[src/sv/rtt_pkg.sv]
// ----------------------------------------------------------------------------
// rtt_pkg
// Shared types and codes of the retransmit timeout tracker.
// ----------------------------------------------------------------------------
package rtt_pkg;

  // input item modes
  localparam logic [1:0] MODE_SEND = 2'd0;
  localparam logic [1:0] MODE_ACK  = 2'd1;
  localparam logic [1:0] MODE_TICK = 2'd2;

  // configuration register indexes
  localparam logic [7:0] CFG_TIMEOUT    = 8'd0;
  localparam logic [7:0] CFG_IDLE_LIMIT = 8'd1;

  // configuration reset values
  localparam logic [7:0] TIMEOUT_RST    = 8'd2;
  localparam logic [7:0] IDLE_LIMIT_RST = 8'd8;

  typedef enum logic [3:0] {
    KIND_SENT       = 4'd0,
    KIND_SEQ_BUSY   = 4'd1,
    KIND_EXHAUSTED  = 4'd2,
    KIND_ACKED      = 4'd3,
    KIND_NOT_PEND   = 4'd4,
    KIND_ACK_RANGE  = 4'd5,
    KIND_RETRANSMIT = 4'd6,
    KIND_SCAN_DONE  = 4'd7,
    KIND_STOPPED    = 4'd8
  } kind_t;

  typedef enum logic [1:0] {
    ST_IDLE,
    ST_READ,
    ST_EVAL,
    ST_DONE
  } state_t;

endpackage

[src/sv/retransmit_timeout_tracker.sv]
// ----------------------------------------------------------------------------
// retransmit_timeout_tracker
// Timer table for an ARQ sender: tracks pending sequence numbers, clears them
// on ack and reports entries past the timeout on each scan tick.
// ----------------------------------------------------------------------------
//
//  channel  signals                                     direction
//  -------  ------------------------------------------  ---------
//  in       in_valid/in_ready, in_mode, in_ack_seq      input
//  out      out_valid/out_ready, out_kind, out_seq,     output
//           out_pending_count, out_last
//  cfg      cfg_valid/cfg_ready, cfg_index, cfg_wdata   input
//
//  Send, ack and a tick while stopped load their result into the output
//  register at the accept edge; mode 3 is dropped.
//  After the accept, a scan tick steps each entry through a stamp memory read
//  (ST_READ) and a compare/write-back (ST_EVAL), then closes in ST_DONE.
//  Reset is synchronous and clears all control state; the stamp memory is
//  left as is, since a stamp only counts for a pending entry.
//  A stalled output register holds the scan at an expired entry or at the close.
//
module retransmit_timeout_tracker #(
  parameter int TABLE_DEPTH = 32,
  parameter int STAMP_WIDTH = 16
) (
  input  logic              clk,
  input  logic              rst_n,

  input  logic              in_valid,
  output logic              in_ready,
  input  logic [1:0]        in_mode,
  input  logic signed [7:0] in_ack_seq,

  output logic              out_valid,
  input  logic              out_ready,
  output logic [3:0]        out_kind,
  output logic [7:0]        out_seq,
  output logic [6:0]        out_pending_count,
  output logic              out_last,

  input  logic              cfg_valid,
  output logic              cfg_ready,
  input  logic [7:0]        cfg_index,
  input  logic [7:0]        cfg_wdata
);
  import rtt_pkg::*;

  localparam int IDX_W = (TABLE_DEPTH > 1) ? $clog2(TABLE_DEPTH) : 1;
  localparam int SEQ_W = $clog2(TABLE_DEPTH + 1);

  // control state
  state_t                   state_r, state_nxt;
  logic [IDX_W-1:0]         idx_r, idx_nxt;
  logic                     hit_r, hit_nxt;
  logic [SEQ_W-1:0]         next_seq_r, next_seq_nxt;
  logic [STAMP_WIDTH-1:0]   now_r, now_nxt;
  logic [6:0]               outstanding_r, outstanding_nxt;
  logic [7:0]               idle_r, idle_nxt;
  logic                     stopped_r, stopped_nxt;
  logic [TABLE_DEPTH-1:0]   pend_r, pend_nxt;
  logic [7:0]               timeout_r;
  logic [7:0]               idle_limit_r;

  // output register
  logic                     out_valid_r, out_valid_nxt;
  kind_t                    out_kind_r, out_kind_nxt;
  logic [7:0]               out_seq_r, out_seq_nxt;
  logic [6:0]               out_cnt_r, out_cnt_nxt;
  logic                     out_last_r, out_last_nxt;
  logic                     out_load;
  logic                     out_free;

  // stamp memory
  logic [STAMP_WIDTH-1:0]   stamp_mem [TABLE_DEPTH];
  logic [STAMP_WIDTH-1:0]   rd_data_r;
  logic                     mem_re;
  logic                     mem_we;
  logic [IDX_W-1:0]         mem_waddr;

  logic                     in_fire;
  logic [STAMP_WIDTH-1:0]   age;
  logic                     expired;
  logic [7:0]               idle_inc;
  logic [IDX_W-1:0]         send_idx;
  logic [IDX_W-1:0]         ack_idx;

  assign out_free  = !out_valid_r || out_ready;
  assign in_ready  = (state_r == ST_IDLE) && out_free;
  assign in_fire   = in_valid && in_ready;
  assign cfg_ready = 1'b1;

  assign send_idx = next_seq_r[IDX_W-1:0];
  assign ack_idx  = in_ack_seq[IDX_W-1:0];

  assign age      = now_r - rd_data_r;
  assign expired  = pend_r[idx_r] && (age > STAMP_WIDTH'(timeout_r));
  assign idle_inc = (idle_r == 8'hFF) ? idle_r : idle_r + 8'd1;

  always_comb begin
    state_nxt       = state_r;
    idx_nxt         = idx_r;
    hit_nxt         = hit_r;
    next_seq_nxt    = next_seq_r;
    now_nxt         = now_r;
    outstanding_nxt = outstanding_r;
    idle_nxt        = idle_r;
    stopped_nxt     = stopped_r;
    pend_nxt        = pend_r;
    out_load        = 1'b0;
    out_kind_nxt    = out_kind_r;
    out_seq_nxt     = out_seq_r;
    out_last_nxt    = out_last_r;
    mem_re          = 1'b0;
    mem_we          = 1'b0;
    mem_waddr       = idx_r;

    case (state_r)
      ST_IDLE: begin
        if (in_fire) begin
          case (in_mode)
            MODE_SEND: begin
              out_load     = 1'b1;
              out_last_nxt = 1'b1;
              out_seq_nxt  = 8'(next_seq_r);
              if (next_seq_r >= SEQ_W'(TABLE_DEPTH)) begin
                out_kind_nxt = KIND_EXHAUSTED;
              end else begin
                next_seq_nxt = next_seq_r + SEQ_W'(1);
                if (pend_r[send_idx]) begin
                  out_kind_nxt = KIND_SEQ_BUSY;
                end else begin
                  pend_nxt[send_idx] = 1'b1;
                  mem_we             = 1'b1;
                  mem_waddr          = send_idx;
                  outstanding_nxt    = outstanding_r + 7'd1;
                  out_kind_nxt       = KIND_SENT;
                end
              end
            end
            MODE_ACK: begin
              out_load     = 1'b1;
              out_last_nxt = 1'b1;
              out_seq_nxt  = in_ack_seq;
              // negative values land above 127 and fail the same compare
              if ($unsigned(in_ack_seq) >= 8'(TABLE_DEPTH)) begin
                out_kind_nxt = KIND_ACK_RANGE;
              end else if (!pend_r[ack_idx]) begin
                out_kind_nxt = KIND_NOT_PEND;
              end else begin
                pend_nxt[ack_idx] = 1'b0;
                outstanding_nxt   = outstanding_r - 7'd1;
                out_kind_nxt      = KIND_ACKED;
              end
            end
            MODE_TICK: begin
              if (stopped_r) begin
                out_load     = 1'b1;
                out_last_nxt = 1'b1;
                out_seq_nxt  = 8'd0;
                out_kind_nxt = KIND_STOPPED;
              end else begin
                now_nxt   = now_r + STAMP_WIDTH'(1);
                idx_nxt   = '0;
                hit_nxt   = 1'b0;
                state_nxt = ST_READ;
              end
            end
            default: begin
              // unused mode: drop the item
            end
          endcase
        end
      end

      ST_READ: begin
        mem_re    = 1'b1;
        state_nxt = ST_EVAL;
      end

      ST_EVAL: begin
        // the write-back goes to idx_r, the next read to idx_r+1: no overlap
        if (!expired || out_free) begin
          if (expired) begin
            mem_we       = 1'b1;
            out_load     = 1'b1;
            out_kind_nxt = KIND_RETRANSMIT;
            out_seq_nxt  = 8'(idx_r);
            out_last_nxt = 1'b0;
            hit_nxt      = 1'b1;
          end
          if (idx_r == IDX_W'(TABLE_DEPTH - 1)) begin
            state_nxt = ST_DONE;
          end else begin
            idx_nxt   = idx_r + IDX_W'(1);
            state_nxt = ST_READ;
          end
        end
      end

      ST_DONE: begin
        if (out_free) begin
          out_load     = 1'b1;
          out_kind_nxt = KIND_SCAN_DONE;
          out_seq_nxt  = 8'd0;
          out_last_nxt = 1'b1;
          if (hit_r) begin
            idle_nxt = 8'd0;
          end else begin
            idle_nxt = idle_inc;
            if (idle_inc >= idle_limit_r) begin
              stopped_nxt = 1'b1;
            end
          end
          state_nxt = ST_IDLE;
        end
      end

      default: begin
        state_nxt = ST_IDLE;
      end
    endcase

    out_cnt_nxt   = out_load ? outstanding_nxt : out_cnt_r;
    out_valid_nxt = out_load || (out_valid_r && !out_ready);
  end

  always_ff @(posedge clk) begin
    if (!rst_n) begin
      state_r       <= ST_IDLE;
      idx_r         <= '0;
      hit_r         <= 1'b0;
      next_seq_r    <= '0;
      now_r         <= '0;
      outstanding_r <= '0;
      idle_r        <= '0;
      stopped_r     <= 1'b0;
      pend_r        <= '0;
      out_valid_r   <= 1'b0;
      timeout_r     <= TIMEOUT_RST;
      idle_limit_r  <= IDLE_LIMIT_RST;
    end else begin
      state_r       <= state_nxt;
      idx_r         <= idx_nxt;
      hit_r         <= hit_nxt;
      next_seq_r    <= next_seq_nxt;
      now_r         <= now_nxt;
      outstanding_r <= outstanding_nxt;
      idle_r        <= idle_nxt;
      stopped_r     <= stopped_nxt;
      pend_r        <= pend_nxt;
      out_valid_r   <= out_valid_nxt;
      if (cfg_valid && cfg_ready) begin
        if (cfg_index == CFG_TIMEOUT) begin
          timeout_r <= cfg_wdata;
        end else if (cfg_index == CFG_IDLE_LIMIT) begin
          idle_limit_r <= cfg_wdata;
        end
      end
    end
  end

  always_ff @(posedge clk) begin
    out_kind_r <= out_kind_nxt;
    out_seq_r  <= out_seq_nxt;
    out_cnt_r  <= out_cnt_nxt;
    out_last_r <= out_last_nxt;
  end

  // stamp memory: one write port, one registered read port
  always_ff @(posedge clk) begin
    if (mem_we) begin
      stamp_mem[mem_waddr] <= now_nxt;
    end
    if (mem_re) begin
      rd_data_r <= stamp_mem[idx_r];
    end
  end

  assign out_valid         = out_valid_r;
  assign out_kind          = out_kind_r;
  assign out_seq           = out_seq_r;
  assign out_pending_count = out_cnt_r;
  assign out_last          = out_last_r;

  a_count_matches_flags: assert property (@(posedge clk) disable iff (!rst_n)
    outstanding_r == 7'($countones(pend_r)))
    else $error("outstanding count differs from pending flags");

  a_seq_in_range: assert property (@(posedge clk) disable iff (!rst_n)
    next_seq_r <= SEQ_W'(TABLE_DEPTH))
    else $error("next sequence number beyond table");

  a_writeback_reports: assert property (@(posedge clk) disable iff (!rst_n)
    (mem_we && state_r == ST_EVAL) |-> (out_load && out_kind_nxt == KIND_RETRANSMIT))
    else $error("stamp restamped without a retransmit item");

  a_tick_starts_scan: assert property (@(posedge clk) disable iff (!rst_n)
    (in_fire && in_mode == MODE_TICK && !stopped_r) |=> (state_r == ST_READ && idx_r == '0))
    else $error("tick did not start scan at entry zero");

endmodule
[config.mk]
export PLATFORM = sky130hd
export DESIGN_NAME = retransmit_timeout_tracker
export DESIGN_NICKNAME = d
export VERILOG_FILES = /design/src/sv/rtt_pkg.sv /design/src/sv/retransmit_timeout_tracker.sv
export SDC_FILE = /design/constraint.sdc
export NUM_CORES = 1
export LEC_CHECK = 0
export ABC_AREA = 0
export BUFFER_PORTS_ARGS = -buffer_cell sky130_fd_sc_hd__clkbuf_2
export CAP_MARGIN = 5
export CORE_AREA = 2 2 240 242
export CTS_BUF_LIST = sky130_fd_sc_hd__clkbuf_8
export CTS_CLUSTER_SIZE = 12
export DETAILED_ROUTE_END_ITERATION = 10
export DIE_AREA = 0 0 242 244
export GPL_TIMING_DRIVEN = 0
export HOLD_SLACK_MARGIN = 0.02
export PLACE_DENSITY = 0.63
export SLEW_MARGIN = 40
export SYNTH_ARGS = -nofsm -noshare
export SYNTH_HDL_FRONTEND = slang
export SYNTH_SLANG_ARGS = --single-unit
[constraint.sdc]
create_clock -name clk -period 9.1 [get_ports clk]
set_input_delay 1.365 -clock clk [delete_from_list [all_inputs] [get_ports clk]]
set_output_delay 1.365 -clock clk [all_outputs]
set_load 0.02 [all_outputs]
==> impl_metrics.ini, run 1 <==
[finish]
drive_above_1_share = 0.2843
nFillCells = 4429
nets = 1968
syn_to_final_growth_pct = 14.18
fin_util = 0.5697
register_area_sq_um = 18360
multiInputGateArea_sq_um = 9512

[detailed_routing]
drc = 0
ant_nets = 0
routed_wl_mm = 69.24
drt_iter0_drc = 1650
num_vias = 16306
firstDrtPassIters = 5
wl_per_cell_microns = 25.43
post_drt_via_cell_ratio = 5.988

[synthesis]
synth_common_cells = edfxtp_1 (548), mux4_2 (180), nor2_1 (109)
synth_edf_count = 548
synth_most_common_cell = edfxtp_1
async_flop_share = 0
synth_seq_cells = 643
netlist_area_sq_um = 28030
synth.area.top_cells = edfxtp_1 (59%), mux4_2 (14%), dfxtp_1 (6.8%), ha_1 (2.1%), mux2i_1 (1.8%)
ys_warn_count = 0
synth_cell_type_count = 81
synth_fp_nets = 1768
synth_top_area_frac = 0.5872
seq_area_frac_synth = 0.6550
post-synth-top-area-cell = edfxtp_1
synth_area_per_cell_sq_um = 16.58
syn_inst = 1690
synthFlopType = edfxtp_1

[pwr]
leakagePower_nw = 10.43
worst_ir_drop_vdd_v = 0.00009660
powerDensity_nw_per_um2 = 177.8

[clock_network]
cts_tree = yes
worstSkewPairLatency_ns = 0.71
cts_setup_buffers = 0
cts_buffers = 101
clock_path_buffers = 3
cts-root-buf = clkbuf_8
clock-sinks = 643
post_cts_resized = 0
cts_hold_buf = 0
clk_pin_slew_ns = 0.06
htree_num_levels = 3

[setup_path]
arrival_ns = 5.39
endpoint_kind = register
reg2reg_slack_ns = 4.15
reg2reg_to = stamp_mem[8][11]$_DFFE_PP_
path_max_fanout = 11
r2r_start = now_r[0]$_SDFF_PN0_
worst_ep_required_time_ns = 9.54
worstRegToRegCells = 18
crit_type = reg -> reg
cp-start-kind = register

[floorplanning]
ios = 54
initial_core_util = 0.4990
die_y_microns = 244
core_sq_um = 56170
rows = 87
die_w_microns = 242
die-area_sq_um = 59050

[placement]
hpwl_mm = 48.20
portBuffers = 51
place_congestion = 0.9313

[grt]
grt_pass1_wl_mm = 103.6
grt_use_total = 0.2373
grt_pass1_vias = 16244
overflow = 0
antenna_found_initial = 2
grt_start_max_net_pins = 29

[sta]
rsz0062_at_grt = no
post-route-period-util = 0.5438
finClkSkew_ns = 0.04029
setup_viol = 0
period_needed_ns = 4.948
tightest_slew_ns = 0.8567
max_freq_mhz = 202.1
fin_setup_tns_ns = 0
max_slew_margin = 0.4289
slew_violations = 0
finalHoldViolCount = 0

[status]
status = complete, no violations

[run]
drv_cap = 0

[hold_path]
min_from = idle_limit_r[3]$_SDFFE_PN1P_
min_path_type = reg -> reg
min_path_cells = 2
hold_end = idle_limit_r[3]$_SDFFE_PN1P_
cell type report:
class,instances,area share
inverters,49,0.005748
clock buffers,102,0.04387
flip-flops and latches,643,0.5737
plain buffers,98,0.01451
well taps,756,0.02956
multi-input cells,900,0.2972
clock inverters,77,0.01349
repair buffers,97,0.02182
diodes,1,0.00007820
through the flow:
step / hold WS [ns] / instance area [sq um] / worst slack [ns] / std cells / power, mW
floorplan: 0.4446 / 28030 / 4.688 / 1690 / 3.394
global placement: 0.4613 / 29230 / 2.892 / 2497 / 3.471
detailed placement: 0.4802 / 30160 / 3.837 / 2543 / 3.484
CTS: 0.4941 / 31990 / 4.136 / 2722 / 5.736
global route: 0.5099 / 32000 / 3.914 / 2723 / 5.882
finish: 0.4852 / 32000 / 4.152 / 2723 / 5.689
cells in the final DEF, fill, tap and decap left out, types with 8 or more instances in the layout:
cell,instances
ha_1,46
clkbuf_2,61
nand3_1,27
xnor2_1,12
edfxtp_1,548
a211oi_1,15
clkinv_1,29
dfxtp_1,95
o22ai_1,10
or3_1,8
nor4_1,11
buf_8,13
nor2_4,32
clkinv_2,18
nor3_1,14
mux2i_1,50
buf_4,34
a21oi_1,60
mux4_2,180
o21ai_0,12
xnor2_2,12
nand2b_1,14
o31ai_1,11
buf_2,28
inv_1,67
o21a_1,8
mux2_2,18
clkbuf_1,50
a22oi_1,13
nor2_1,76
nand4_1,17
and3_1,14
clkbuf_8,102
nand2_1,68
nor3b_1,8
and2_1,27
a21o_1,12
worst max path at each step:
stage | start | to | slack, ns
after floorplan | in_mode[0] | stamp_mem[24][0]$_DFFE_PP_ | 4.69
after global placement | out_ready | stamp_mem[26][1]$_DFFE_PP_ | 2.89
after detailed placement | in_mode[0] | stamp_mem[10][4]$_DFFE_PP_ | 3.84
after CTS | now_r[0]$_SDFF_PN0_ | stamp_mem[10][12]$_DFFE_PP_ | 4.14
after global routing | now_r[0]$_SDFF_PN0_ | stamp_mem[10][12]$_DFFE_PP_ | 3.91
final | now_r[0]$_SDFF_PN0_ | stamp_mem[8][11]$_DFFE_PP_ | 4.15
state kept, by name, summed over array words and instances, names as in the netlist, 6 cells and up:
signal and flops:
idle_limit_r 8, idle_r 8, next_seq_r 6, now_r 16
out_pending_count 7, out_seq 8, outstanding_r 7, pend_r 32
rd_data_r 16, stamp_mem 512, timeout_r 8
critical path, stage by stage, from the launching register on:
cell and delay (ns):
dfxtp_1 0.38, inv_1 0.11, ha_1 0.24, fa_1 0.42, and2b_4 0.29, o2111a_1 0.24
nor2_1 0.07, xnor2_1 0.12, ha_1 0.29, nand2_1 0.06, nor2_1 0.04, a211oi_1 0.22
a21oi_1 0.18, a2111oi_4 0.38, a41oi_4 0.25, buf_2 0.27, a32oi_2 0.69, nor2_4 0.17
buf_8 0.21
routing by layer:
layer | up-vias | track usage | share of wire
met1 | 8382 | 0.3304 | 0.43
li1 | 7176 | - | -
met3 | 117 | 0.04269 | 0.065
met2 | 629 | 0.3727 | 0.47
met4 | 2 | 0.09877 | 0.037
met5 | - | 0 | 0.00019
cell families after synthesis:
kind of cell | after synthesis | synth area share
flip-flops | 643 | 0.6550
multiplexers | 248 | 0.1697
other | 1 | 0.0001338
AO/OA/AOI/OAI | 218 | 0.05688
AND/OR/NAND/NOR | 356 | 0.06518
buffers and inverters | 147 | 0.02241
XOR/XNOR | 30 | 0.009375
adder cells (fa/ha/maj) | 47 | 0.02125
power breakdown:
group | internal, mW | total (mW) | switching, mW
sequential | 3.17 | 3.18 | 0.00440
clock | 1.13 | 2.27 | 1.13
combinational | 0.0935 | 0.246 | 0.152
total | 4.40 | 5.69 | 1.29
Power figures use the tool's default switching activity.
==> run 2: changes to the inputs <==
- clock period: 9.1 -> 4.8 ns (I/O delays scaled with it)
==> impl_metrics.ini, run 2 (same netlist as run 1, synthesis figures left out) <==
[detailed_routing]
drt_iter0_drc = 1676
num_vias = 16437
firstDrtPassIters = 5
ant_nets = 0
post_drt_via_cell_ratio = 5.990
drc = 0
wl_per_cell_microns = 25.49
routed_wl_mm = 69.94

[setup_path]
crit_top_cell = ha_1
path_max_fanout = 16
cp-start-kind = register
critPathTopFamily = compound AO/OA/AOI/OAI gates
crit_buf_inv = 2
cp_cell_sequence = inv_1 -> ha_1 -> fa_1 -> and2b_4 -> o2111a_1 -> nor2_1 -> xnor2_1 -> ha_1 -> nand4_1 -> a21o_1 -> a21oi_2 -> a2111oi_4 -> a41oi_4 -> buf_4 -> a32oi_4 -> nor2_4
worst_ep_required_time_ns = 5.13
r2r_start = now_r[0]$_SDFF_PN0_
endpoint_kind = register
worstRegToRegCells = 16
reg2reg_slack_ns = 0.21
arrival_ns = 4.92
crit_type = reg -> reg
reg2reg_to = stamp_mem[1][4]$_DFFE_PP_
cp-startpoint = now_r[0]$_SDFF_PN0_
critPathMaxStageDelay_ns = 0.52
cp_slowest_cell = nor2_4

[floorplanning]
die-area_sq_um = 59050
initial_core_util = 0.4990
die_w_microns = 242
die_y_microns = 244
ios = 54
rows = 87
core_sq_um = 56170

[finish]
final_cell_mix = edfxtp_1 (548), mux4_2 (180), clkbuf_8 (102), dfxtp_1 (95), nor2_1 (76)
multiInputGateArea_sq_um = 9600
final_common_cell = edfxtp_1
finalNonFillerCells = 2744
regMostFlops = stamp_mem
reg.largest.list = stamp_mem (512), pend_r (32)
nFillCells = 4372
syn_to_final_growth_pct = 15.87
drive_above_1_share = 0.2934
largest_reg_flops = 512
register_area_sq_um = 18360
nets = 1989

[placement]
hpwl_mm = 48.20
portBuffers = 51
placed_cells = 2543
place_congestion = 0.9313

[pwr]
powerDensity_nw_per_um2 = 333.1
power_mw = 10.82
leakagePower_nw = 10.59
worst_ir_drop_vdd_v = 0.0001831

[hold_path]
min_from = cfg_wdata[1]
min_path_type = in -> reg
hold_end = timeout_r[1]$_SDFFE_PN1P_
min_path_cells = 3

[clock_network]
cts-root-buf = clkbuf_8
cts_tree = yes
clock_path_buffers = 3
worstSkewPairLatency_ns = 0.72
htree_num_levels = 3
clk_pin_slew_ns = 0.06
cts_buffers = 101
clock-sinks = 643

[grt]
grt_start_max_net_pins = 29
grt_pass1_wl_mm = 104.3
grt_use_total = 0.2390
grt_pass1_vias = 16363
overflow = 0
antenna_found_initial = 2

[status]
status = complete, no violations

[sta]
max_slew_margin = 0.4013
finClkSkew_ns = 0.04525
setup_viol = 0
max_freq_mhz = 218.0
period_needed_ns = 4.586
tightest_slew_ns = 0.8981
post-route-period-util = 0.9555
finalHoldViolCount = 0
slew_violations = 0

[run]
drv_cap = 0
==> run 2: changes by cell type in the layout (fill, tap and decap cells not counted), sizes merged <==
cell | before | now
buf | 84 | 105
==> run 2: worst min-delay path: cells and delay by family <==
family | cells | cell delay [ns]
AO/OA/AOI/OAI | 1 | 0.08
AND/OR/NAND/NOR | 1 | 0.05
buffers and inverters | 1 | 0.09
==> run 2: through the flow <==
step / hold slack, ns / util / area (sq um) / setup slack [ns] / setup TNS [ns]
2_1_floorplan: 0.4446 / - / 28030 / 0.5045 / 0
3_3_place_gp: 0.4613 / 0.5203 / 29230 / -0.7760 / -413.59
3_5_place_dp: 0.4802 / 0.5369 / 30160 / -0.1088 / -8.984
4_1_cts: 0.2190 / 0.5752 / 32310 / 0.01169 / 0
5_1_grt: 0.2613 / 0.5781 / 32470 / -0.0003086 / -0.0003086
6_report: 0.2744 / 0.5781 / 32470 / 0.2136 / 0
==> run 2: how the worst max path moves through the flow <==
stage | cells past startpoint | endpoint
floorplan | 16 | stamp_mem[0][0]$_DFFE_PP_
global placement | 16 | stamp_mem[9][5]$_DFFE_PP_
detailed placement | 16 | stamp_mem[10][4]$_DFFE_PP_
CTS | 18 | stamp_mem[13][9]$_DFFE_PP_
global route | 18 | stamp_mem[8][11]$_DFFE_PP_
finish | 16 | stamp_mem[1][4]$_DFFE_PP_
==> run 2: repair_timing <==
item | CTS | global route
gates resized for setup | 2 | 8
endpoints found under the setup margin | 219 | 427
hold buffers | 0 | 0
pin swaps | 11 | 3
buffers inserted | 17 | 4
==> run 2: final cells by class <==
class	count	area share
Tap cell	756	0.02913
Sequential cell	643	0.5653
Clock buffer	102	0.04323
Timing Repair Buffer	118	0.03329
Inverter	49	0.005664
Clock inverter	77	0.01329
Multi-Input combinational cell	900	0.2956
Antenna cell	1	0.00007706
Buffer	98	0.01433
==> run 2: routing by layer <==
| metal | share of wire | GRT usage | up-vias | wire length (microns) |
|---|---|---|---|---|
| met5 | 0 | 0 | - | 0 |
| met4 | 0.031 | 0.09187 | 0 | 2146 |
| met2 | 0.47 | 0.3788 | 712 | 33090 |
| met1 | 0.42 | 0.3332 | 8415 | 29470 |
| met3 | 0.075 | 0.04269 | 96 | 5233 |
| li1 | - | - | 7214 | - |
==> run 2: power by group <==
group / total, mW / internal (mW) / switching [mW]
combinational: 0.494 / 0.196 / 0.298
clock: 4.30 / 2.15 / 2.15
sequential: 6.02 / 6.01 / 0.00845
total: 10.8 / 8.36 / 2.46
